File: src/rtl/core/sbv_pkg.sv
`default_nettype none
package sbv_pkg;

	localparam int CORDIC_STAGES_DEF = 16;

	localparam int MODE_W = 2;
	localparam int WB_W   = 14;
	localparam int IDX_W  = 2;
	localparam int SPD_W  = 17;
	localparam int ANG_W  = 15;
	localparam int HDG_W  = 16;
	localparam int SPIN_W = 24;
	localparam int VEL_W  = 17;
	localparam int SUM_W  = 18;

	localparam int XW    = 33;
	localparam int ZW    = 25;
	localparam int VP_W  = SPD_W + XW;
	localparam int RV_W  = VP_W - 30;
	localparam int SCP_W = 2 * XW;
	localparam int SC_W  = SCP_W - 36;
	localparam int CQ_W  = XW - 6;
	localparam int D_W   = WB_W + 1 + CQ_W;
	localparam int N_W   = SPD_W + SC_W;
	localparam int LO_W  = 23;
	localparam int HI_W  = N_W - LO_W;
	localparam int K_W   = 21;
	localparam int DW    = 76;
	localparam int QW    = 23;

	typedef enum logic [MODE_W-1:0] {
		MODE_FRONT  = 2'd0,
		MODE_AWS    = 2'd1,
		MODE_CRAB   = 2'd2,
		MODE_ROTATE = 2'd3
	} mode_t;

	localparam logic [IDX_W-1:0] REG_MODE      = 2'd0;
	localparam logic [IDX_W-1:0] REG_WHEELBASE = 2'd1;

	localparam logic [WB_W-1:0] WHEELBASE_RST = 14'd2700;
	localparam logic signed [XW-1:0] CORDIC_GAIN = 33'sd652032874;
	localparam logic [K_W-1:0] YAW_SCALE = 21'd1877468;
	localparam logic signed [SPIN_W-1:0] YAW_MAX = 24'sd8388607;
	localparam logic signed [SPIN_W-1:0] YAW_MIN_RAW = -24'sd8388608;
	localparam logic signed [VEL_W-1:0] VEL_MAX = 17'sd65535;

	localparam logic signed [18:0] FULL_TURN    = 19'sd46080;
	localparam logic signed [18:0] HALF_TURN    = 19'sd23040;
	localparam logic signed [18:0] QUARTER_TURN = 19'sd11520;

	localparam logic [20:0] ATAN_TAB [24] = '{
		21'd1474560, 21'd870484, 21'd459940, 21'd233473, 21'd117189, 21'd58652,
		21'd29333, 21'd14667, 21'd7334, 21'd3667, 21'd1833, 21'd917,
		21'd458, 21'd229, 21'd115, 21'd57, 21'd29, 21'd14,
		21'd7, 21'd4, 21'd2, 21'd1, 21'd0, 21'd0
	};

	typedef struct packed {
		logic signed [XW-1:0] x;
		logic signed [XW-1:0] y;
		logic signed [ZW-1:0] z;
		logic                 neg;
	} lane_t;

	function automatic lane_t lane_init(input logic signed [SUM_W-1:0] a);
		logic signed [18:0] t;
		lane_t l;
		t = {a[SUM_W-1], a};
		if (t >= HALF_TURN) t = t - FULL_TURN;
		if (t >= HALF_TURN) t = t - FULL_TURN;
		if (t < -HALF_TURN) t = t + FULL_TURN;
		if (t < -HALF_TURN) t = t + FULL_TURN;
		l.neg = 1'b0;
		if (t > QUARTER_TURN) begin
			t = t - HALF_TURN;
			l.neg = 1'b1;
		end else if (t < -QUARTER_TURN) begin
			t = t + HALF_TURN;
			l.neg = 1'b1;
		end
		l.x = CORDIC_GAIN;
		l.y = '0;
		l.z = {t[16:0], 8'd0};
		return l;
	endfunction

	function automatic logic signed [VEL_W-1:0] vel_round(input logic signed [VP_W-1:0] p);
		logic signed [VP_W-1:0] s;
		logic signed [RV_W-1:0] r;
		s = p + VP_W'(64'd536870912);
		r = s[VP_W-1:30];
		if (r > RV_W'(VEL_MAX)) return VEL_MAX;
		if (r < -RV_W'(VEL_MAX)) return -VEL_MAX;
		return r[VEL_W-1:0];
	endfunction

endpackage
`default_nettype wire

File: src/rtl/core/sbv_div_cell.sv
`default_nettype none
module sbv_div_cell import sbv_pkg::*; #(
	parameter int BIT = 0
) (
	input  wire logic          clk,
	input  wire logic          en,
	input  wire logic [DW-1:0] rem_i,
	input  wire logic [DW-1:0] dm_i,
	input  wire logic [QW-1:0] q_i,
	output logic [DW-1:0]      rem_o,
	output logic [DW-1:0]      dm_o,
	output logic [QW-1:0]      q_o
);

	logic [DW-1:0] trial;
	logic          take;
	logic [QW-1:0] q_nxt;

	assign trial = dm_i << BIT;
	assign take  = rem_i >= trial;

	always_comb begin
		q_nxt      = q_i;
		q_nxt[BIT] = take;
	end

	always_ff @(posedge clk) begin
		if (en) begin
			rem_o <= take ? rem_i - trial : rem_i;
			dm_o  <= dm_i;
			q_o   <= q_nxt;
		end
	end

endmodule
`default_nettype wire

File: config.mk
export PLATFORM = sky130hd
export DESIGN_NAME = sbv_div_cell
export DESIGN_NICKNAME = d
export VERILOG_FILES = /design/src/rtl/core/sbv_pkg.sv /design/src/rtl/core/sbv_div_cell.sv
export SDC_FILE = /design/constraint.sdc
export NUM_CORES = 1
export LEC_CHECK = 0
export BUFFER_PORTS_ARGS = -buffer_cell sky130_fd_sc_hd__buf_4
export CORE_ASPECT_RATIO = 0.6
export CORE_MARGIN = 2
export CORE_UTILIZATION = 56
export CTS_CLUSTER_SIZE = 12
export DETAILED_ROUTE_END_ITERATION = 6
export MAX_ROUTING_LAYER = met4
export PLACE_DENSITY = 0.89
export SETUP_SLACK_MARGIN = 0.02
export SLEW_MARGIN = 10
export SYNTH_ARGS = -nofsm -noshare
export SYNTH_HDL_FRONTEND = slang
export SYNTH_SLANG_ARGS = --single-unit
File: constraint.sdc
create_clock -name clk -period 5.62 [get_ports clk]
set_input_delay 0.281 -clock clk [delete_from_list [all_inputs] [get_ports clk]]
set_output_delay 0.281 -clock clk [all_outputs]
set_load 0.01 [all_outputs]
==> metrics.txt <==
Post-DP HPWL 26800 microns; power density over the cells 282 nW/um^2; Area Overhead vs Synth 31.2%; post-synthesis cell type count 64; Buffers on Ports 350; RSZ-0062 raised after global routing no; status finished with violations; clock power share 29.4%; Die ar. 21000 sq um; DR pass1 iterations 7; synthesis-stage register bit count 175; gp weighted congestion 0.911; via count 9847; final non-filler cell total 1642; wire length per cell 21.3 microns; switching share of power 30.4%; Bufs on Longest Clock Path 2; Area contributors post-synth edfxtp_1 47%, ha_1 8.5%, mux2_2 4.8%, a21oi_1 4.4%, mux2_4 3.6%; count leader, synth edfxtp_1; total CTS buffers 17; Max IR drop VDD 0.000270 V; syn avg cell area 10.9 sq um; Final Setup Violations 0; net switching power 0.00125 W; CP max stage cell a2111oi_0; ys async rst share 0%; top cell type's share of synthesized area 47.2%; Final ANT Viol Nets 0; # Max-Cap Violations 0; gr usage total 33.6%; Max H-tree Level 4; gr ovfl total 0; final wirelength 35100 microns; DRC 1; Critical Path Start Type input port; core area 19200 sq um; Post-synth EDFFs 175; DR vias/cell 6.00; failing checks design-rule violations; Final Hold Vio Count 0; Max-slew headroom 25.0%; DIE WIDTH 186 microns; Leakage 6.48 nW; CTS Root Cell clkbuf_16; register area share after synthesis 47.2%; Yosys warning count 0; vias in the first global route 9487; ys flop type edfxtp_1; initial core utilization 57.9%; CP cell instances buf_4 -> inv_1 -> ha_1 -> nand2_1 -> a211oi_1 -> o211ai_1 -> a2111oi_0 -> o21ai_1 -> o21ai_1 -> a31oi_1 -> a21boi_0 -> xor2_1 -> mux2_4; CP delay by family, top compound AO/OA/AOI/OAI gates; Synth Cell Area 11100 sq um; share of cells above drive strength 1 33.9%; DRT iter0 DRCs 1201; max-slew violation count 0; die height 113 microns; CP startpoint dm_i[3]; Power Internal 0.00287 W; endpoint class of the critical path flop; Worst Tran Pin Value 1100 ps; CTS clock-pin slew for the worst setup and hold paths 70 ps; CP Buf/Inv Count 2; Cells after DPL 1600; sequential share of power 40.4%; logic gate share of total power 30.2%; most instantiated cells after synthesis 175 x edfxtp_1, 101 x inv_1, 97 x a21oi_1; Final min period 4300 ps; worst min path class in -> reg; hold_sp q_i[18]; fillcell total 1289; NumNets Final 1616; CP Max Fanout 4; clk sinks 175; Site Rows 39; initial antenna violation count 1; required time worst endpoint 5810 ps; Fmax 232 MHz; total power 0.00412 W; cell mode on critical path o21ai_1; Crit Path Category in -> reg; slowest stage delay, CP 740 ps; Post-CTS Setup Repair Bufs 0; CTS tree built; crit path DAT 4490 ps; final worst-path cycle share 76.6%; top cell type by total area after synthesis edfxtp_1; cell count after synthesis 1021; Mapped Nets 1275; largest net degree at the start of global routing 65; first-pass GRT wire length 51500 microns; Ports 352; setup TNS 0 ps
==> routing by layer <==
layer  GRT usage [%]  vias to the layer above  part of all wire, %
li1                -                     4469                    -
met2            51.0                      610                   45
met4            12.9                        0                  3.1
met5               -                        -                    0
met1            43.0                     4682                   41
met3            9.33                       86                   11
==> power by group through the flow <==
stage                     combinational [W]  sequential, W  clock [W]
after floorplan                    0.000621        0.00176          0
after global placement              0.00118        0.00168          0
after detailed placement            0.00121        0.00169          0
after CTS                           0.00123        0.00166    0.00122
after global routing                0.00133        0.00167    0.00126
final                               0.00124        0.00166    0.00121
==> metrics by stage <==
step / area [sq um] / setup slack, ps / hold WS (ps) / util, %
2_1_floorplan: 11100 / 2040 / 380 / -
3_3_place_gp: 13900 / 1230 / 459 / 72.4
3_5_place_dp: 13900 / 1150 / 460 / 72.4
4_1_cts: 14600 / 1530 / 0.0795 / 75.8
5_1_grt: 14600 / 1200 / 1.79 / 75.9
6_report: 14600 / 1320 / 18.0 / 75.9
==> path summary, 6_finish.rpt <==
| check | cells after the start | endpoint |
|---|---|---|
| max | 13 | rem_o[73]$_DFFE_PP_ |
| min | 1 | q_o[18]$_DFFE_PP_ |
==> layout by cell type, fill, tap and decap left out, types with 3 or more instances in the layout <==
cell type	n
nor4_1	6
nand3_1	7
clkbuf_16	17
o221ai_1	3
a21oi_1	97
a211oi_1	8
inv_1	101
edfxtp_1	175
o41ai_1	3
nand2_1	70
inv_6	3
and3_1	5
buf_4	352
o211ai_1	7
o21a_1	11
nand4_1	38
nor3_1	14
xnor2_1	43
mux2_4	27
nor2_1	51
xor2_1	30
o21ai_0	47
o31ai_1	4
o21ai_1	3
mux2_2	47
nor2b_1	7
a31oi_1	8
a21o_1	29
ha_1	76
dlygate4sd3_1	9
o21bai_1	18
a311o_1	3
==> logic make-up after synthesis <==
kind of cell               Yosys count  synth area share (%)
AOI/OAI and AO/OA                  268                  15.4
xor gates and xnor gates            73                  5.75
adders and majority gates           77                  8.73
buffers and inverters              142                  5.33
DFF                                175                  47.2
muxes                               76                  8.58
and+or+nand+nor                    210                  8.95
==> flip-flops by register name, summed over array words and instances (netlist names) <==
register	count
q_o	23
dm_o	76
rem_o	76
==> final cells by class <==
cell class / count / area (sq um) / area share, %
flip-flops and latches: 175 / 5260 / 36.0
repair buffers: 363 / 2760 / 18.9
well taps: 266 / 333 / 2.28
inverters: 101 / 379 / 2.60
clock buffers: 18 / 429 / 2.94
clock inverters: 14 / 155 / 1.06
diodes: 1 / 2.50 / 0.0171
multi-input cells: 704 / 5280 / 36.2
==> repair_timing <==
| item | CTS | global route |
|---|---|---|
| gates resized for setup | 0 | 0 |
| hold buffers | 7 | 2 |
| endpoints found under the hold margin | 7 | 2 |
No activity file was read; power rests on OpenSTA's default activity.
