### src/rtl/core/sbv_pkg.sv
`default_nettype none
package sbv_pkg;

	localparam int CORDIC_STAGES_DEF = 16;

	localparam int MODE_W = 2;
	localparam int WB_W   = 14;
	localparam int IDX_W  = 2;
	localparam int SPD_W  = 17;
	localparam int ANG_W  = 15;
	localparam int HDG_W  = 16;
	localparam int SPIN_W = 24;
	localparam int VEL_W  = 17;
	localparam int SUM_W  = 18;

	localparam int XW    = 33;
	localparam int ZW    = 25;
	localparam int VP_W  = SPD_W + XW;
	localparam int RV_W  = VP_W - 30;
	localparam int SCP_W = 2 * XW;
	localparam int SC_W  = SCP_W - 36;
	localparam int CQ_W  = XW - 6;
	localparam int D_W   = WB_W + 1 + CQ_W;
	localparam int N_W   = SPD_W + SC_W;
	localparam int LO_W  = 23;
	localparam int HI_W  = N_W - LO_W;
	localparam int K_W   = 21;
	localparam int DW    = 76;
	localparam int QW    = 23;

	typedef enum logic [MODE_W-1:0] {
		MODE_FRONT  = 2'd0,
		MODE_AWS    = 2'd1,
		MODE_CRAB   = 2'd2,
		MODE_ROTATE = 2'd3
	} mode_t;

	localparam logic [IDX_W-1:0] REG_MODE      = 2'd0;
	localparam logic [IDX_W-1:0] REG_WHEELBASE = 2'd1;

	localparam logic [WB_W-1:0] WHEELBASE_RST = 14'd2700;
	localparam logic signed [XW-1:0] CORDIC_GAIN = 33'sd652032874;
	localparam logic [K_W-1:0] YAW_SCALE = 21'd1877468;
	localparam logic signed [SPIN_W-1:0] YAW_MAX = 24'sd8388607;
	localparam logic signed [SPIN_W-1:0] YAW_MIN_RAW = -24'sd8388608;
	localparam logic signed [VEL_W-1:0] VEL_MAX = 17'sd65535;

	localparam logic signed [18:0] FULL_TURN    = 19'sd46080;
	localparam logic signed [18:0] HALF_TURN    = 19'sd23040;
	localparam logic signed [18:0] QUARTER_TURN = 19'sd11520;

	localparam logic [20:0] ATAN_TAB [24] = '{
		21'd1474560, 21'd870484, 21'd459940, 21'd233473, 21'd117189, 21'd58652,
		21'd29333, 21'd14667, 21'd7334, 21'd3667, 21'd1833, 21'd917,
		21'd458, 21'd229, 21'd115, 21'd57, 21'd29, 21'd14,
		21'd7, 21'd4, 21'd2, 21'd1, 21'd0, 21'd0
	};

	typedef struct packed {
		logic signed [XW-1:0] x;
		logic signed [XW-1:0] y;
		logic signed [ZW-1:0] z;
		logic                 neg;
	} lane_t;

	function automatic lane_t lane_init(input logic signed [SUM_W-1:0] a);
		logic signed [18:0] t;
		lane_t l;
		t = {a[SUM_W-1], a};
		if (t >= HALF_TURN) t = t - FULL_TURN;
		if (t >= HALF_TURN) t = t - FULL_TURN;
		if (t < -HALF_TURN) t = t + FULL_TURN;
		if (t < -HALF_TURN) t = t + FULL_TURN;
		l.neg = 1'b0;
		if (t > QUARTER_TURN) begin
			t = t - HALF_TURN;
			l.neg = 1'b1;
		end else if (t < -QUARTER_TURN) begin
			t = t + HALF_TURN;
			l.neg = 1'b1;
		end
		l.x = CORDIC_GAIN;
		l.y = '0;
		l.z = {t[16:0], 8'd0};
		return l;
	endfunction

	function automatic logic signed [VEL_W-1:0] vel_round(input logic signed [VP_W-1:0] p);
		logic signed [VP_W-1:0] s;
		logic signed [RV_W-1:0] r;
		s = p + VP_W'(64'd536870912);
		r = s[VP_W-1:30];
		if (r > RV_W'(VEL_MAX)) return VEL_MAX;
		if (r < -RV_W'(VEL_MAX)) return -VEL_MAX;
		return r[VEL_W-1:0];
	endfunction

endpackage
`default_nettype wire

### src/rtl/core/sbv_cordic_cell.sv
`default_nettype none
module sbv_cordic_cell import sbv_pkg::*; #(
	parameter int STAGE = 0
) (
	input  wire logic  clk,
	input  wire logic  en,
	input  wire lane_t lane_i,
	output lane_t      lane_o
);

	logic signed [ZW-1:0] ang;
	lane_t nxt;

	assign ang = $signed(ZW'(ATAN_TAB[STAGE]));

	always_comb begin
		nxt = lane_i;
		if (!lane_i.z[ZW-1]) begin
			nxt.x = lane_i.x - (lane_i.y >>> STAGE);
			nxt.y = lane_i.y + (lane_i.x >>> STAGE);
			nxt.z = lane_i.z - ang;
		end else begin
			nxt.x = lane_i.x + (lane_i.y >>> STAGE);
			nxt.y = lane_i.y - (lane_i.x >>> STAGE);
			nxt.z = lane_i.z + ang;
		end
	end

	always_ff @(posedge clk) begin
		if (en) lane_o <= nxt;
	end

endmodule
`default_nettype wire

### config.mk
export PLATFORM = sky130hd
export DESIGN_NAME = sbv_cordic_cell
export DESIGN_NICKNAME = d
export VERILOG_FILES = /design/src/rtl/core/sbv_pkg.sv /design/src/rtl/core/sbv_cordic_cell.sv
export SDC_FILE = /design/constraint.sdc
export NUM_CORES = 1
export LEC_CHECK = 0
export ABC_AREA = 1
export CAP_MARGIN = 15
export CORE_ASPECT_RATIO = 0.7
export CORE_UTILIZATION = 65
export DETAILED_ROUTE_END_ITERATION = 10
export DONT_BUFFER_PORTS = 1
export PLACE_DENSITY = 0.81
export SLEW_MARGIN = 20
export SYNTH_ARGS = -nofsm -noshare
export SYNTH_HDL_FRONTEND = slang
export SYNTH_SLANG_ARGS = --single-unit
### constraint.sdc
create_clock -name clk -period 3.8 [get_ports clk]
set_input_delay 0.57 -clock clk [delete_from_list [all_inputs] [get_ports clk]]
set_output_delay 0.57 -clock clk [all_outputs]
set_load 0.01 [all_outputs]
==> impl_metrics.yaml, run 1 <==
status:
  outcome: "finished, final reports clean"
timing:
  rsz0062_at_grt: "no"
  slew_headroom_pct: 54.5
  min_period_over_period_pct: 69.0
  finalWorstPathRequiredPeriod_ns: 2.62
  tightest_slew_ns: 0.676
  drv_slew: 0
  finalHoldViolCount: 0
  fmax_mhz: 381
  setup_viol: 0
  fin_setup_tns_ns: 0
layout:
  fin_nets: 1916
  diodes: 0
  fill_cells: 1341
  reg_top3: "lane_o: 91 flops"
  fin_cells: 1939
  regMostFlops: "lane_o"
  drive_above_1_share_pct: 2.33
  largest_register_ff_count: 91
  final_core_util_pct: 70.0
  synthToLayoutAreaGrowth_pct: 3.31
min_path:
  hold_path_end: "lane_o[4]"
  hold_start: "lane_i[4]"
  min_path_type: "primary input to flop"
  worstHoldPathCells: 0
drt:
  drt_first_pass_iters: 7
  vias: 11400
  wl_per_cell_um: 19.2
  postRouteAntennaNets: 0
  drt_iter0_drc: 1860
  vias_per_cell: 5.90
  drc: 0
  routed_wl_um: 37300
power_and_ir_drop:
  power_density_mw_per_mm2: 344
  switching_power_mw: 1.55
  leakage_nw: 6.27
  internal-power_mw: 2.26
  pwr-share-clk_pct: 26.4
  seqPwrFrac_pct: 37.3
  irDropWorstVdd_v: 0.000255
  switching_share_pct: 40.7
  power_frac_comb_pct: 36.3
setup_path:
  cp_slowest_cell: "ha_1"
  crit_path_max_incr_delay_ns: 0.48
  critPathCaptureType: "flop"
  worstPathRequired_ns: 3.90
  cp_max_fo: 10
  worstPathArrival_ns: 2.73
  critPathKind: "primary input to flop"
  path_cells: "inv_1 > ha_1 > nor2_1 > nand3_1 > nand2_1 > nand2_1 > nand3_1 > nand2_1 > nand2_1 > nand2_1 > nand3_1 > nand2_1"
  crit_path_frequent_cell: "nand2_1"
  startpoint_type: "primary input"
placed_design:
  dp_hpwl_um: 30300
  io_buffers: 0
  gp_congestion: 1.08
  dp_cells: 1923
yosys:
  ys_seq_area_share_pct: 25.5
  synth.avg_cell_area_um2: 6.15
  synth-seq-cells: 91
  synthArstFlopShare_pct: 0
  syn-num-nets: 1947
  yosysWarnings: 0
  netlist_instances: 1745
  syn_area_mm2: 0.0107
  synth_edf_count: 91
  ys_types: 33
  ys.flop_type: "edfxtp_1"
clock_tree:
  clockBufferDepth: 2
  cts_made_buffers: 9
  cts.htree.levels: 3
  clk_pin_slew_worst_paths_ns: 0.07
  cts-resized-gates: 0
  post_cts.repair.setup_buffers: 0
  clock-root-buffer: "clkbuf_16"
  holdBufCountCts: 0
  clkSinkCount: 91
  cts_tree: "built"
floorplan:
  die_h_um: 110
  ioPinCount: 186
  core_area_mm2: 0.0158
  dieArea_mm2: 0.0170
  die_x_um: 156
  start_util_pct: 67.8
  placementRows: 38
global_route:
  grt_pass1_vias: 9915
  grt_pass1_wl_um: 55700
  grt_max_degree: 92
  grt_usage_pct: 44.0
  antenna_found_initial: 0
  grt-ovfl-total: 0
run:
  cap_violations: 0
## critical path, delay by kind of cell
kind / cells / cell delay (ns)
AND/OR/NAND/NOR: 10 / 1.64
adder cells (fa/ha/maj): 1 / 0.48
buffers and inverters: 1 / 0.02
## layout make-up
cell class,count,area [um2],area share [%]
flip-flops and latches,91,2730,24.6
clock buffers,9,225,2.03
multi-input cells,1256,6420,57.9
inverters,354,1330,12.0
repair buffers,2,15.0,0.135
well taps,220,275,2.48
clock inverters,7,97.6,0.880
## synth_stat cells, drive strengths merged, types with 3 or more instances
| library cell | count | area (um2) |
|---|---|---|
| a31oi | 4 | 25.0 |
| fa | 4 | 80.1 |
| o22ai | 4 | 25.0 |
| inv | 353 | 1330 |
| nor2 | 115 | 449 |
| ha | 104 | 1300 |
| edfxtp | 91 | 2730 |
| o21bai | 11 | 82.6 |
| clkbuf | 9 | 35.0 |
| a21o | 3 | 22.5 |
| nand3 | 161 | 806 |
| buf | 35 | 223 |
| o21a | 4 | 30.0 |
| nand4 | 16 | 100 |
| xor2 | 30 | 263 |
| o21ai | 39 | 195 |
| nor3 | 9 | 65.1 |
| nand2 | 665 | 2510 |
| a21oi | 80 | 400 |
## worst max path at each step
stage	startpoint	to	cells after the start
detailed placement	lane_i[31]	lane_o[46]	13
floorplan	lane_i[25]	lane_o[24]	11
global placement	lane_i[45]	lane_o[84]	11
global route	lane_i[31]	lane_o[46]	13
CTS	lane_i[29]	lane_o[80]	12
finish	lane_i[29]	lane_o[80]	12
## routing by layer
metal  vias up  global-route usage [%]  part of all wire (%)
li1       5312                       -                     -
met1      4988                    64.3                    41
met2      1027                    58.2                    36
met3       105                    19.4                    21
met4         0                    9.80                   2.4
met5         -                       0                     0
## power by group through the flow
stage | Sequential (mW) | Combinational, mW | Clock, mW
after global routing | 1.44 | 1.48 | 1.03
after detailed placement | 1.45 | 1.27 | 0
final | 1.42 | 1.38 | 1.01
after floorplan | 1.41 | 0.937 | 0
after CTS | 1.43 | 1.30 | 0.993
after global placement | 1.44 | 1.25 | 0
## placed cells by master (no fill, tap or decap), drive strengths merged, types with 4 or more instances in the layout
| cell type | n |
|---|---|
| o21a | 4 |
| nand3 | 161 |
| fa | 4 |
| nor3 | 9 |
| edfxtp | 91 |
| a31oi | 4 |
| nor2 | 115 |
| xor2 | 30 |
| a21oi | 80 |
| ha | 104 |
| o21bai | 11 |
| nand4 | 16 |
| nand2 | 665 |
| o22ai | 4 |
| inv | 357 |
| clkbuf | 9 |
| o21ai | 39 |
## logic make-up (layout without fill, tap and decap cells)
| group | after synthesis | count (layout) | share of synthesized area (%) |
|---|---|---|---|
| flip-flops | 91 | 91 | 25.5 |
| XOR/XNOR | 31 | 31 | 2.53 |
| adder cells (fa/ha/maj) | 108 | 108 | 12.9 |
| AO/OA/AOI/OAI | 147 | 147 | 7.41 |
| buffers and inverters | 398 | 372 | 14.8 |
| AND/OR/NAND/NOR | 970 | 970 | 37.0 |
## per-stage QoR
step	power, mW	setup slack [ns]	area (um2)	hold WS, ns
after floorplan	2.34	1.31	10700	0.669
after global placement	2.68	1.11	10800	0.669
after detailed placement	2.72	1.13	10800	0.669
after CTS	3.71	1.38	11100	0.308
after global routing	3.95	1.15	11100	0.304
final	3.81	1.18	11100	0.309
(Power assumes the default switching activity.)
==> inputs of run 2 (changes only) <==
- CORE_UTILIZATION: 65 -> 60
- PLACE_DENSITY: 0.81 -> 0.79
- clock period: 3.8 -> 2.15 ns (I/O delays scaled with it)
==> impl_metrics.yaml, run 2 (synthesis gave the netlist of run 1 again) <==
clock_tree:
  clk_pin_slew_worst_paths_ns: 0.10
  cts_made_buffers: 9
  cts_tree: "built"
  clockBufferDepth: 2
  clock-root-buffer: "clkbuf_16"
  cts.htree.levels: 3
  clkSinkCount: 91
placed_design:
  dp_hpwl_um: 34700
  dp_cells: 2077
  gp_congestion: 1.08
  io_buffers: 0
power_and_ir_drop:
  switching_power_mw: 3.00
  irDropWorstVdd_v: 0.000450
  leakage_nw: 6.95
  switching_share_pct: 41.6
  power_mw: 7.21
  power_frac_comb_pct: 40.9
  power_density_mw_per_mm2: 590
  pwr-share-clk_pct: 23.6
  internal-power_mw: 4.21
  seqPwrFrac_pct: 35.5
setup_path:
  critPathCaptureType: "flop"
  path_cells: "inv_1 > ha_1 > buf_4 > nand2_1 > nand2_1 > inv_1 > nand2_1 > nand2_1 > nand3_1 > a21oi_2 > nand2_1 > nand3_1 > nand2_1"
  path_buf_inv: 3
  cp_max_fo: 7
  startpoint_type: "primary input"
  cp_slowest_cell: "ha_1"
  path_delay_family: "simple AND/OR/NAND/NOR gates"
  crit_path_frequent_cell: "nand2_1"
  crit_path_max_incr_delay_ns: 0.40
  worstPathRequired_ns: 2.24
  worstPathArrival_ns: 2.23
  critPathKind: "primary input to flop"
floorplan:
  ioPinCount: 186
  placementRows: 40
  dieArea_mm2: 0.0184
  die_h_um: 114
  core_area_mm2: 0.0173
  die_x_um: 162
  start_util_pct: 62.0
timing:
  rsz0062_at_grt: "yes"
  finalHoldViolCount: 0
  fin_setup_tns_ns: 0
  setup_viol: 0
  slew_headroom_pct: 47.0
  finalWorstPathRequiredPeriod_ns: 2.14
  fmax_mhz: 468
  min_period_over_period_pct: 99.3
  tightest_slew_ns: 0.795
  drv_slew: 0
layout:
  final_core_util_pct: 70.6
  diodes: 0
  drive_above_1_share_pct: 10.6
  fin_nets: 2061
  fin_cells: 2095
  reg_top3: "lane_o: 91 flops"
  final_common_cell: "nand2_1"
  largest_register_ff_count: 91
  layout_common_cells: "nand2_1, inv_1, nand3_1, buf_4, nor2_1"
  regMostFlops: "lane_o"
  synthToLayoutAreaGrowth_pct: 13.9
global_route:
  grt_max_degree: 92
  grt_usage_pct: 46.2
  grt_pass1_vias: 11000
  antenna_found_initial: 0
  grt_pass1_wl_um: 63300
  grt-ovfl-total: 0
drt:
  postRouteAntennaNets: 0
  routed_wl_um: 42800
  drc: 0
  vias_per_cell: 5.81
  wl_per_cell_um: 20.4
  vias: 12200
  drt_iter0_drc: 1910
  drt_first_pass_iters: 9
status:
  outcome: "finished, final reports clean"
min_path:
  min_path_type: "primary input to flop"
run:
  cap_violations: 0
-- run 2: stage by stage --
stage,instance area [um2],worst slack (ns),hold WS [ns]
after floorplan,10700,0.0498,0.421
after global placement,11900,-0.212,0.421
after detailed placement,11900,-0.248,0.421
after CTS,12200,0.0493,0.0472
after global routing,12200,-0.0262,0.0395
final,12200,0.0146,0.0317
-- run 2: final timing paths --
check | start | endpoint | slack [ns] | cells past startpoint
max | lane_i[31] | lane_o[77] | 0.01 | 13
min | lane_i[13] | lane_o[13] | 0.03 | 0
-- run 2: power by group through the flow --
stage | clock, mW | combinational, mW | sequential (mW)
detailed placement | 0 | 2.72 | 2.58
global route | 1.72 | 3.14 | 2.57
finish | 1.70 | 2.95 | 2.56
CTS | 1.65 | 2.76 | 2.55
global placement | 0 | 2.62 | 2.56
floorplan | 0 | 1.66 | 2.49
-- run 2: per-layer routing --
layer	share of wire (%)	vias up	global-route usage [%]
met3	20	145	23.9
met5	0	-	0
met1	41	5427	65.0
met4	3.0	0	12.0
met2	36	995	60.9
li1	-	5597	-
-- run 2: layout make-up --
class                   instances  area, um2
inverters                     354       1330
multi-input cells            1256       6450
clock inverters                 6       63.8
well taps                     231        289
flip-flops and latches         91       2730
clock buffers                  10        229
fillers                      1501       5090
repair buffers                147       1130
-- run 2: timing repair --
action                                 in CTS  in global routing
endpoints found under the hold margin       0                  0
buffers inserted                            0                  2
resized for setup                           0                 14
setup endpoints to repair                   0                 16
hold buffers                                0                  0
==> inputs of run 3 (changes only) <==
- CORE_UTILIZATION: 60 -> 65
- CTS_CLUSTER_SIZE: not set -> 28
- PLACE_DENSITY: 0.79 -> 0.81
- clock period: 2.15 -> 2.3 ns (I/O delays scaled with it)
==> impl_metrics.yaml, run 3 (synthesis gave the netlist of run 1 again) <==
timing:
  worst_hold_slack_ns: 0.0846
  drv_slew: 0
  fin_ws_ns: 0.134
  finalHoldViolCount: 0
  setup_viol: 0
  slew_headroom_pct: 59.3
  fmax_mhz: 462
  tightest_slew_ns: 0.604
  finalWorstPathRequiredPeriod_ns: 2.17
  min_period_over_period_pct: 94.2
  rsz0062_at_grt: "no"
layout:
  largest_register_ff_count: 91
  synthToLayoutAreaGrowth_pct: 10.2
  seq_area_mm2: 0.00273
  fin_cells: 2038
  drive_above_1_share_pct: 7.70
  multi_input_area_mm2: 0.00642
  reg_top3: "lane_o: 91 flops"
  regMostFlops: "lane_o"
  diodes: 0
  fill_cells: 1302
  layout_common_cells: "nand2_1, inv_1, nand3_1, nor2_1, ha_1"
  fin_nets: 2015
  final_common_cell: "nand2_1"
drt:
  drt_iter0_drc: 1787
  vias: 11700
  vias_per_cell: 5.73
  routed_wl_um: 37200
  drc: 0
  drt_first_pass_iters: 7
  wl_per_cell_um: 18.2
  postRouteAntennaNets: 0
power_and_ir_drop:
  power_mw: 6.31
  irDropWorstVdd_v: 0.000323
  power_density_mw_per_mm2: 534
  leakage_nw: 6.73
min_path:
  worstHoldPathCells: 0
  hold_start: "lane_i[12]"
  hold_path_end: "lane_o[12]"
  min_path_type: "primary input to flop"
setup_path:
  critPathKind: "primary input to flop"
  worstPathArrival_ns: 2.39
  path_buf_inv: 4
  crit_path_frequent_cell: "nand2_1"
  worstPathRequired_ns: 2.52
  cp_slowest_cell: "o21ai_0"
  crit_path_max_incr_delay_ns: 0.49
  cp_max_fo: 4
  path_delay_family: "adder cells"
  path_cells: "inv_1 > ha_1 > fa_1 > inv_1 > nand2_1 > nand2_1 > nand2_1 > nand2_1 > buf_4 > xor2_1 > o21ai_0 > buf_4"
  critPathCaptureType: "flop"
  startpoint_type: "primary input"
floorplan:
  core_area_mm2: 0.0158
  start_util_pct: 67.8
  die_h_um: 110
  placementRows: 38
  die_x_um: 156
  dieArea_mm2: 0.0170
  ioPinCount: 186
run:
  cap_violations: 0
clock_tree:
  cts_made_buffers: 9
  cts_tree: "built"
  clk_pin_slew_worst_paths_ns: 0.07
  cts.htree.levels: 3
  clock-root-buffer: "clkbuf_16"
  clockBufferDepth: 2
  post_cts.repair.setup_buffers: 0
  clkSinkCount: 91
placed_design:
  gp_congestion: 1.05
  pre_cts_ws_ns: -0.0856
  dp_hpwl_um: 31100
  dp_cells: 2022
  io_buffers: 0
global_route:
  grt_pass1_vias: 10600
  grt_pass1_wl_um: 56000
  grt-ovfl-total: 0
  antenna_found_initial: 0
  grt_max_degree: 92
  grt_usage_pct: 44.1
status:
  outcome: "finished, final reports clean"
## run 3: area by class of cell
type / count / area share [%]
Sequential cell: 91 / 23.1
Clock inverter: 7 / 0.434
Inverter: 354 / 11.2
Clock buffer: 9 / 1.90
Multi-Input combinational cell: 1256 / 54.3
Timing Repair Buffer: 101 / 6.73
Tap cell: 220 / 2.33
## run 3: power breakdown
group	total, mW	switching, mW	internal (mW)	leakage [nW]
Sequential	2.37	0.241	2.13	0.889
Combinational	2.51	1.63	0.871	5.71
Clock	1.44	0.701	0.740	0.129
## run 3: through the flow
stage	utilization [%]	cell area (um2)	TNS (ns)
floorplan	-	10700	0
global placement	72.9	11500	-0.211
detailed placement	72.9	11500	-0.723
CTS	74.7	11800	0
global route	74.7	11800	0
finish	74.7	11800	0
## run 3: how the worst max path moves through the flow
stage / from / to / slack (ns) / cells after the start
floorplan: lane_i[25] / lane_o[24] / 0.03 / 11
global placement: lane_i[37] / lane_o[42] / -0.08 / 13
detailed placement: lane_i[32] / lane_o[82] / -0.09 / 15
CTS: lane_i[32] / lane_o[82] / 0.27 / 15
global route: lane_i[53] / lane_o[91] / 0.06 / 11
finish: lane_i[26] / lane_o[34] / 0.13 / 12
## run 3: layer usage
| layer | GRT usage (%) | share of wire [%] | vias up |
|---|---|---|---|
| li1 | - | - | 5515 |
| met1 | 62.7 | 41 | 5109 |
| met2 | 61.0 | 37 | 963 |
| met3 | 18.4 | 19 | 83 |
| met4 | 10.4 | 2.1 | 0 |
| met5 | 0 | 0 | - |
## run 3: timing repair
| item | CTS | global route |
|---|---|---|
| resized for setup | 0 | 2 |
| hold buffers | 0 | 0 |
| endpoints found under the setup margin | 0 | 2 |
